`src/rtl/b64x_pkg.sv`:
```
package b64x_pkg;

	localparam int KEY_BYTES_DEF = 32;
	localparam int KEY_WORDS     = 4;
	localparam int KEY_WORD_W    = 64;
	localparam int CFG_IDX_W     = 8;
	localparam int CHAR_W        = 8;
	localparam int BYTE_W        = 8;
	localparam int SEXTET_W      = 6;
	localparam int IDX_W         = 5;
	localparam int PEND_W        = 3;
	localparam int ACC_W         = 2 * SEXTET_W;

	localparam logic [CFG_IDX_W-1:0] REG_KEY_WORD_0 = CFG_IDX_W'(0);
	localparam logic [CFG_IDX_W-1:0] REG_KEY_WORD_1 = CFG_IDX_W'(1);
	localparam logic [CFG_IDX_W-1:0] REG_KEY_WORD_2 = CFG_IDX_W'(2);
	localparam logic [CFG_IDX_W-1:0] REG_KEY_WORD_3 = CFG_IDX_W'(3);

	localparam logic [CHAR_W-1:0] CH_UPPER_A = 8'h41;
	localparam logic [CHAR_W-1:0] CH_UPPER_Z = 8'h5A;
	localparam logic [CHAR_W-1:0] CH_LOWER_A = 8'h61;
	localparam logic [CHAR_W-1:0] CH_LOWER_Z = 8'h7A;
	localparam logic [CHAR_W-1:0] CH_DIGIT_0 = 8'h30;
	localparam logic [CHAR_W-1:0] CH_DIGIT_9 = 8'h39;
	localparam logic [CHAR_W-1:0] CH_PLUS    = 8'h2B;
	localparam logic [CHAR_W-1:0] CH_SLASH   = 8'h2F;

	localparam logic [CHAR_W-1:0] LOWER_OFS = 8'd26;
	localparam logic [CHAR_W-1:0] DIGIT_OFS = 8'd52;
	localparam logic [SEXTET_W-1:0] VAL_PLUS  = 6'd62;
	localparam logic [SEXTET_W-1:0] VAL_SLASH = 6'd63;

	typedef struct packed {
		logic                valid;
		logic [SEXTET_W-1:0] value;
	} sextet_t;

	// one accepted character as seen by the bit accumulator
	typedef struct packed {
		logic    en;
		logic    last;
		sextet_t sx;
	} acc_step_t;

	typedef struct packed {
		logic              have;
		logic [BYTE_W-1:0] raw;
		logic [IDX_W-1:0]  idx;
	} acc_out_t;

	function automatic sextet_t sextet_of(input logic [CHAR_W-1:0] c);
		sextet_t s;
		s.valid = 1'b1;
		s.value = '0;
		if (c >= CH_UPPER_A && c <= CH_UPPER_Z) begin
			s.value = SEXTET_W'(c - CH_UPPER_A);
		end else if (c >= CH_LOWER_A && c <= CH_LOWER_Z) begin
			s.value = SEXTET_W'(c - CH_LOWER_A + LOWER_OFS);
		end else if (c >= CH_DIGIT_0 && c <= CH_DIGIT_9) begin
			s.value = SEXTET_W'(c - CH_DIGIT_0 + DIGIT_OFS);
		end else if (c == CH_PLUS) begin
			s.value = VAL_PLUS;
		end else if (c == CH_SLASH) begin
			s.value = VAL_SLASH;
		end else begin
			s.valid = 1'b0;
		end
		return s;
	endfunction

endpackage

```
`src/rtl/b64x_bit_acc.sv`:
```
module b64x_bit_acc
	import b64x_pkg::*;
#(
	parameter int KEY_BYTES = KEY_BYTES_DEF
) (
	input  logic      clk,
	input  logic      arst_n,
	input  acc_step_t step,
	output acc_out_t  res
);

	localparam logic [IDX_W-1:0] IDX_LAST = IDX_W'(KEY_BYTES - 1);

	logic [SEXTET_W-1:0] acc_q;
	logic [PEND_W-1:0]   pend_q;
	logic [IDX_W-1:0]    idx_q;

	logic [ACC_W-1:0]    acc_new;
	logic [PEND_W-1:0]   shamt;
	logic                have;

	assign acc_new = {acc_q, step.sx.value};
	// a byte completes when at least two old bits wait
	assign have    = step.sx.valid && (pend_q >= PEND_W'(2));
	assign shamt   = pend_q - PEND_W'(2);

	assign res.have = have;
	assign res.raw  = BYTE_W'(acc_new >> shamt);
	assign res.idx  = idx_q;

	always_ff @(posedge clk or negedge arst_n) begin
		if (!arst_n) begin
			acc_q  <= '0;
			pend_q <= '0;
			idx_q  <= '0;
		end else if (step.en) begin
			if (step.last) begin
				acc_q  <= '0;
				pend_q <= '0;
				idx_q  <= '0;
			end else if (step.sx.valid) begin
				acc_q <= step.sx.value;
				if (have) begin
					pend_q <= pend_q - PEND_W'(2);
					idx_q  <= (idx_q == IDX_LAST) ? '0 : idx_q + IDX_W'(1);
				end else begin
					pend_q <= pend_q + PEND_W'(SEXTET_W);
				end
			end
		end
	end

	a_pend_even: assert property (@(posedge clk) disable iff (!arst_n)
		!pend_q[0] && pend_q <= PEND_W'(SEXTET_W))
		else $error("pending bit count out of range");

	a_idx_range: assert property (@(posedge clk) disable iff (!arst_n)
		idx_q <= IDX_LAST)
		else $error("byte index beyond key length");

	a_last_clears: assert property (@(posedge clk) disable iff (!arst_n)
		step.en && step.last |=> pend_q == '0 && idx_q == '0)
		else $error("end of message did not clear state");

endmodule

```
`src/rtl/base64_repeating_key_xor_decrypt_core.sv`:
```
// Decodes a Base64 character stream and removes a repeating-key XOR, one
// character per clock when no held result stalls it: a character beat can
// be taken every cycle while out_ready drains results, and each decoded
// byte passes the input register, then the result register. Characters
// outside A-Z a-z 0-9 + / (padding too) are dropped and give no result
// unless last_char is set; last_char always gives one result with
// message_end, carrying a byte when one completed, and then restarts bit
// gathering and the key position. The key is four 64-bit little-endian
// words for the user to write via cfg_we/cfg_index/cfg_data only while the
// stream is idle (not enforced); byte n uses key byte (n mod KEY_BYTES).
module base64_repeating_key_xor_decrypt_core
	import b64x_pkg::*;
#(
	parameter int KEY_BYTES = KEY_BYTES_DEF
) (
	input  logic                  clk,
	input  logic                  arst_n,
	input  logic                  cfg_we,
	input  logic [CFG_IDX_W-1:0]  cfg_index,
	input  logic [KEY_WORD_W-1:0] cfg_data,
	input  logic                  in_valid,
	output logic                  in_ready,
	input  logic [CHAR_W-1:0]     in_char,
	input  logic                  last_char,
	output logic                  out_valid,
	input  logic                  out_ready,
	output logic [BYTE_W-1:0]     plain_byte,
	output logic                  byte_valid,
	output logic                  message_end
);

	logic [KEY_WORD_W-1:0] key_q [KEY_WORDS];

	logic              valid_s1;
	logic [CHAR_W-1:0] char_s1;
	logic              last_s1;

	logic              out_valid_q;
	logic [BYTE_W-1:0] byte_q;
	logic              bvalid_q;
	logic              end_q;

	acc_step_t         step;
	acc_out_t          acc;
	logic [BYTE_W-1:0] key_byte;
	logic              produce;
	logic              out_free;
	logic              adv_s1;

	always_ff @(posedge clk or negedge arst_n) begin
		if (!arst_n) begin
			for (int i = 0; i < KEY_WORDS; i++) begin
				key_q[i] <= '0;
			end
		end else if (cfg_we) begin
			case (cfg_index)
				REG_KEY_WORD_0: key_q[0] <= cfg_data;
				REG_KEY_WORD_1: key_q[1] <= cfg_data;
				REG_KEY_WORD_2: key_q[2] <= cfg_data;
				REG_KEY_WORD_3: key_q[3] <= cfg_data;
				default: ;
			endcase
		end
	end

	assign step.en   = adv_s1;
	assign step.last = last_s1;
	assign step.sx   = sextet_of(char_s1);

	b64x_bit_acc #(
		.KEY_BYTES(KEY_BYTES)
	) u_bit_acc (
		.clk   (clk),
		.arst_n(arst_n),
		.step  (step),
		.res   (acc)
	);

	assign key_byte = BYTE_W'(key_q[acc.idx[IDX_W-1:3]] >> {acc.idx[2:0], 3'b000});

	// a dropped character without the end mark moves on without a result
	assign produce  = acc.have || last_s1;
	assign out_free = !out_valid_q || out_ready;
	assign adv_s1   = valid_s1 && (out_free || !produce);
	assign in_ready = !valid_s1 || adv_s1;

	always_ff @(posedge clk or negedge arst_n) begin
		if (!arst_n) begin
			valid_s1 <= 1'b0;
		end else if (in_ready) begin
			valid_s1 <= in_valid;
		end
	end

	always_ff @(posedge clk) begin
		if (in_ready && in_valid) begin
			char_s1 <= in_char;
			last_s1 <= last_char;
		end
	end

	always_ff @(posedge clk or negedge arst_n) begin
		if (!arst_n) begin
			out_valid_q <= 1'b0;
		end else if (adv_s1 && produce) begin
			out_valid_q <= 1'b1;
		end else if (out_ready) begin
			out_valid_q <= 1'b0;
		end
	end

	always_ff @(posedge clk) begin
		if (adv_s1 && produce) begin
			byte_q   <= acc.have ? (acc.raw ^ key_byte) : '0;
			bvalid_q <= acc.have;
			end_q    <= last_s1;
		end
	end

	assign out_valid   = out_valid_q;
	assign plain_byte  = byte_q;
	assign byte_valid  = bvalid_q;
	assign message_end = end_q;

	a_result_kind: assert property (@(posedge clk) disable iff (!arst_n)
		out_valid_q |-> bvalid_q || end_q)
		else $error("result beat carries neither byte nor end mark");

	a_empty_zero: assert property (@(posedge clk) disable iff (!arst_n)
		out_valid_q && !bvalid_q |-> byte_q == '0)
		else $error("empty result carries a nonzero byte");

	a_no_overwrite: assert property (@(posedge clk) disable iff (!arst_n)
		adv_s1 && produce |-> out_free)
		else $error("result register overwritten while held");

endmodule
```
`config.mk`:
```
export PLATFORM = sky130hd
export DESIGN_NAME = base64_repeating_key_xor_decrypt_core
export DESIGN_NICKNAME = d
export VERILOG_FILES = /design/src/rtl/b64x_pkg.sv /design/src/rtl/b64x_bit_acc.sv /design/src/rtl/base64_repeating_key_xor_decrypt_core.sv
export SDC_FILE = /design/constraint.sdc
export NUM_CORES = 1
export LEC_CHECK = 0
export BUFFER_PORTS_ARGS = -buffer_cell sky130_fd_sc_hd__buf_2
export CORE_ASPECT_RATIO = 0.5
export CORE_MARGIN = 5
export CORE_UTILIZATION = 51
export CTS_BUF_LIST = sky130_fd_sc_hd__clkbuf_4
export CTS_CLUSTER_DIAMETER = 100
export DETAILED_ROUTE_END_ITERATION = 8
export PLACE_DENSITY = 0.7
export SLEW_MARGIN = 20
export SYNTH_ARGS = -nofsm -noshare
export SYNTH_HDL_FRONTEND = slang
export SYNTH_HIERARCHICAL = 1
export SYNTH_SLANG_ARGS = --single-unit
export TNS_END_PERCENT = 10
```
`constraint.sdc`:
```
create_clock -name clk -period 4.8 [get_ports clk]
set_input_delay 0 -clock clk [delete_from_list [all_inputs] [get_ports clk]]
set_output_delay 0 -clock clk [all_outputs]
set_load 0.02 [all_outputs]
```
== After elaboration in Yosys (flattened, before gate mapping) ==
Cells that the tools add are included.

* Equality and inequality tests: 6
* Bitwise logic cells: 2
* Reduce and logical (&&, ||, !) cells: 24
* Shift-type cells: 2
* Order comparisons: 8
* Add/subtract/negate cells: 8
* Muxes and demuxes: 24

{| class="wikitable"
|+ Operator list
! operator !! number
|-
| binary-select mux 64 bit (select 2 bit) || 1
|-
| two-way mux 64 bit || 2
|-
| right shift 64 x 6 -> 8 bit || 1
|-
| two-way mux 6 bit || 7
|-
| two-way mux 5 bit || 4
|-
| == test 8 x 2 -> 1 bit, second input constant || 2
|-
| == test 8 x 6 -> 1 bit, second input constant || 2
|-
| greater-or-equal comparator 8 x 7 -> 1 bit, second input constant || 2
|-
| less-or-equal comparator 8 x 7 -> 1 bit, second input constant || 2
|-
| right shift 12 x 3 -> 8 bit || 1
|-
| subtractor 6 bit, second input constant || 2
|-
| AND reduction 2 bit || 5
|-
| two-way mux 3 bit || 3
|-
| == test 8 x 1 -> 1 bit, second input constant || 1
|-
| greater-or-equal comparator 8 x 6 -> 1 bit, second input constant || 1
|-
| less-or-equal comparator 8 x 6 -> 1 bit, second input constant || 1
|-
| zero test 8 bit || 1
|-
| XOR 8 bit || 1
|-
| logical AND 1 bit || 7
|-
| two-way mux 1 bit || 7
|-
| adder 6 x 5 -> 6 bit, second input constant || 1
|-
| adder 6 bit, second input constant || 1
|-
| nonzero test 2 bit || 3
|-
| subtractor 6 x 1 -> 6 bit, second input constant || 1
|-
| 10 further kinds || 15
|}

* Word-level logic and storage cells: 88
* Input bits: 86
* Register bits after elaboration: 291

== Logic depth before layout (Yosys ltp) ==
* Word-level depth: 13
* Mapped depth: 17
* Gate-level depth less buffers: 14

== Hierarchy ==
The synthesis kept the hierarchy.

{| class="wikitable"
|+ Modules (own cells, without submodules)
! module !! area an instance (µm²) !! times used !! cells each
|-
| base64_repeating_key_xor_decrypt_core || 13,203.9 || 1 || 948
|-
| b64x_bit_acc || 867.1 || 1 || 82
|}

== Worst setup path before layout ==
No wires, ideal clock.

* Path type: flip-flop to flip-flop
* Start: register char_s1[0]
* End: register u_bit_acc.idx_q[1]
* Stages on the path, launching flop included: 18
* Clock period less this slack: 3.596 ns
* Path buffers: 3
* Slack: 1.204 ns
* Arrival time: 3.466 ns
* Cell sequence: edfxtp_1 -> inv_1 -> ha_1 -> nor2b_1 -> o21a_1 -> nor4_1 -> nor2_1 -> o21ai_0 -> nand2b_1 -> inv_2 -> buf_4 -> clkbuf_1 -> nor2_1 -> o21a_1 -> buf_2 -> and4bb_1 -> a22oi_1 -> o22ai_1

{| class="wikitable"
|+ RTL lines
! what !! RTL line !! source
|-
| start: declaration || base64_repeating_key_xor_decrypt_core.sv:35 || <nowiki>logic [CHAR_W-1:0] char_s1;</nowiki>
|-
| start signal: assignment || base64_repeating_key_xor_decrypt_core.sv:97 || <nowiki>char_s1 <= in_char;</nowiki>
|-
| end signal: assignment || b64x_bit_acc.sv:45 || <nowiki>idx_q <= (idx_q == IDX_LAST) ? '0 : idx_q + IDX_W'(1);</nowiki>
|-
| end: declaration || b64x_bit_acc.sv:16 || <nowiki>logic [IDX_W-1:0] idx_q;</nowiki>
|}

==> impl_metrics.json <==
{
  "yosysWarningCount": 6,
  "max-slew-margin-rel_pct": 26.3,
  "htree_levels": 3,
  "clock_skew_ps": 31.3,
  "yosysSeqAreaShare_pct": 52.2,
  "post_drt_wl_per_cell_um": 20.8,
  "row_count": 43,
  "syn_area_per_cell_um2": 13.7,
  "clkLatencyLatePin_ps": 730,
  "fin_setup_tns_ps": 0,
  "wl_um": 34000,
  "layout.cells.non_filler": 1636,
  "layout.nets": 1340,
  "die_y_um": 127,
  "ir_drop_mv": 0.195,
  "core_area_um2": 27400,
  "synth-seq-cells": 290,
  "hold_depth": 3,
  "drc": 0,
  "critical_path.max_fanout": 21,
  "cts-root-buf": "clkbuf_4",
  "viasPerCell": 5.79,
  "worstPathRequired_ps": 4800,
  "initial_core_util_pct": 51.3,
  "cts_buffers": 69,
  "antenna_found_initial": 3,
  "clk_pin_slew_ps": 70,
  "cp_cell_sequence": "inv_1 -> ha_1 -> nor2b_1 -> o21ai_0 -> a21oi_1 -> o21ai_0 -> nand2b_1 -> inv_2 -> o21ai_0 -> nor2_1 -> inv_1 -> buf_2",
  "r2r_slack_ps": 510,
  "power.density_nw_per_um2": 384,
  "grt_pass1_vias": 10066,
  "fmax_mhz": 230,
  "path_class": "reg2out",
  "holdPathEnd": "key_q[150]$_DFFE_PN0P_",
  "arrival_ps": 4350,
  "synthDistinctLibCells": 63,
  "syn_to_final_growth_pct": 17.0,
  "syn_inst": 1030,
  "cts_tree": "done",
  "fin_crit_ps": 4350,
  "portBuffers": 97,
  "ios": 98,
  "worst_hold_startpoint": "cfg_data[22]",
  "regArea_um2": 7360,
  "dp_hpwl_um": 20600,
  "outcome": "finished, final reports clean",
  "tightest_slew_ps": 1110,
  "cp-start-kind": "flop",
  "final_antenna_net_count": 0,
  "rsz0062_at_grt": "no",
  "ff2ff_path_depth": 12,
  "cpPeakStageDelay_ps": 550,
  "hp-class": "in2reg",
  "die_w_um": 245,
  "initialDrtViolationCount": 604,
  "grt_max_degree": 154,
  "syn-cell-area_um2": 14100,
  "ys.flop_type": "dfrtp_1",
  "cts_buffer_depth": 3,
  "finalSetupViolations": 0,
  "track_usage_pct": 22.2,
  "fillers": 2165,
  "drive_gt1_share_pct": 38.8,
  "timing_hold_violations_final": 0,
  "r2r-start": "char_s1[2]$_DFFE_PP_",
  "final_max_slew_viol_count": 0,
  "vias": 9472,
  "end_kind": "primary output",
  "overflow": 0,
  "leakage_nw": 7.75,
  "maxCapViolCount": 0,
  "multiInputGateArea_um2": 6170,
  "synth_edf_count": 19,
  "dp.cells": 1437,
  "synth_nets": 1129,
  "period_share_pct": 90.6,
  "first_pass_iters": 5,
  "path_common_cell": "o21ai_0",
  "routabilityCongestion": 0.850,
  "grt_first_pass_wirelength_um": 54900,
  "fp.dieArea_um2": 31200,
  "slowest_stage": "o21ai_0",
  "async_reset_ff_share_pct": 93.4,
  "worst_r2r_endpoint": "char_s1[3]$_DFFE_PP_",
  "clkSinkCount": 290
}
layout by cell type, fill, tap and decap left out, types with 4 or more instances in the layout:
| master | Yosys | final |
|---|---|---|
| clkbuf_4 | 0 | 97 |
| a31oi_1 | 4 | 4 |
| edfxtp_1 | 19 | 19 |
| a22o_1 | 7 | 7 |
| o21ai_0 | 8 | 8 |
| dfrtp_1 | 271 | 270 |
| inv_1 | 15 | 15 |
| nand2_1 | 16 | 16 |
| a21oi_1 | 39 | 39 |
| ha_1 | 13 | 13 |
| nor2b_2 | 2 | 4 |
| buf_2 | 20 | 96 |
| nor2b_1 | 12 | 10 |
| nand2b_1 | 14 | 14 |
| o22ai_1 | 7 | 7 |
| mux2_2 | 253 | 253 |
| dlygate4sd3_1 | 0 | 92 |
| mux2i_1 | 138 | 138 |
| nor2_1 | 11 | 10 |
| mux2_1 | 5 | 5 |
| a22oi_1 | 65 | 65 |
| buf_4 | 1 | 15 |
| nor4_1 | 9 | 8 |
sequential cells by signal, summed over array words and instances, names as in the netlist:
register	cells
u_bit_acc/pend_q	2
u_bit_acc/idx_q	5
key_q	256
byte_valid	1
char_s1	8
message_end	1
out_valid	1
plain_byte	8
u_bit_acc/acc_q	6
valid_s1	1
last_s1	1
stage by stage:
| stage | setup WS (ps) | cell area [um2] | utilization (%) | hold WS [ps] | power, mW |
|---|---|---|---|---|---|
| after global routing | 26.0 | 16500 | 60.0 | 37.6 | 6.62 |
| after global placement | 905 | 14700 | 53.5 | 135 | 4.22 |
| after floorplan | 1200 | 14100 | - | -296 | 3.76 |
| after CTS | 465 | 16500 | 60.0 | 9.07 | 6.36 |
| after detailed placement | 690 | 14700 | 53.5 | 157 | 4.26 |
| final | 450 | 16500 | 60.0 | 76.8 | 6.32 |
timing repair:
| item | in CTS | in global routing |
|---|---|---|
| hold endpoints to repair | 407 | 0 |
| setup buffers | 0 | 0 |
| endpoints found under the setup margin | 0 | 1 |
| gates resized for setup | 0 | 1 |
| hold buffers | 93 | 0 |
per-layer routing:
layer | track usage (%) | wire length [um]
met5 | 0 | 0
met4 | 6.30 | 568
met3 | 5.27 | 1550
met2 | 35.7 | 15900
met1 | 30.6 | 16000
how the worst max path moves through the flow:
stage / start / end / slack, ps / depth (start not counted)
2_1_floorplan: char_s1[0]$_DFFE_PP_ / u_bit_acc/idx_q[1]$_DFFE_PN0P_ / 1200 / 17
3_3_place_gp: char_s1[2]$_DFFE_PP_ / char_s1[0]$_DFFE_PP_ / 910 / 12
3_5_place_dp: char_s1[2]$_DFFE_PP_ / char_s1[0]$_DFFE_PP_ / 690 / 12
4_1_cts: char_s1[2]$_DFFE_PP_ / in_ready / 460 / 13
5_1_grt: char_s1[2]$_DFFE_PP_ / in_ready / 30 / 12
6_report: char_s1[2]$_DFFE_PP_ / in_ready / 450 / 12
kinds of logic after synthesis:
kind of cell	count (synthesis)	synth area share, %
buf+inv	83	4.13
fa+ha+maj	13	1.16
compound gates	155	7.61
simple gates	90	3.91
flops	290	52.2
mux	399	30.9
cells in the mapped netlist (11+ instances only):
library cell / number / area (um2)
buf_6: 19 / 214
mux2i_1: 138 / 1380
nand2b_1: 14 / 87.6
buf_2: 20 / 100
dfrtp_1: 271 / 6780
a22oi_1: 65 / 488
clkbuf_1: 19 / 71.3
ha_1: 13 / 163
inv_1: 15 / 56.3
nor2b_1: 12 / 75.1
a21oi_1: 39 / 195
nand2_1: 16 / 60.1
mux2_2: 253 / 2850
nor2_1: 11 / 41.3
edfxtp_1: 19 / 571
worst max-delay path: cells and delay by family, from the launching register on:
| kind | cells | cell delay, ps |
|---|---|---|
| AO/OA/AOI/OAI | 4 | 1400 |
| adder cells (fa/ha/maj) | 1 | 320 |
| buffers and inverters | 4 | 720 |
| flip-flops | 1 | 470 |
| AND/OR/NAND/NOR | 3 | 700 |
area by class of cell:
cell class	count	area share (%)
Antenna cell	3	0.0456
Tap cell	360	2.74
Inverter	16	0.365
Timing Repair Buffer	207	9.70
Multi-Input combinational cell	657	37.5
Clock inverter	6	0.615
Sequential cell	290	44.7
Clock buffer	97	4.42
where the power goes:
| part | total, mW | switching, mW | internal, mW |
|---|---|---|---|
| Combinational | 1.50 | 0.839 | 0.658 |
| Sequential | 2.79 | 0.183 | 2.61 |
| Clock | 2.03 | 0.959 | 1.07 |
No activity file was read; power rests on OpenSTA's default activity.
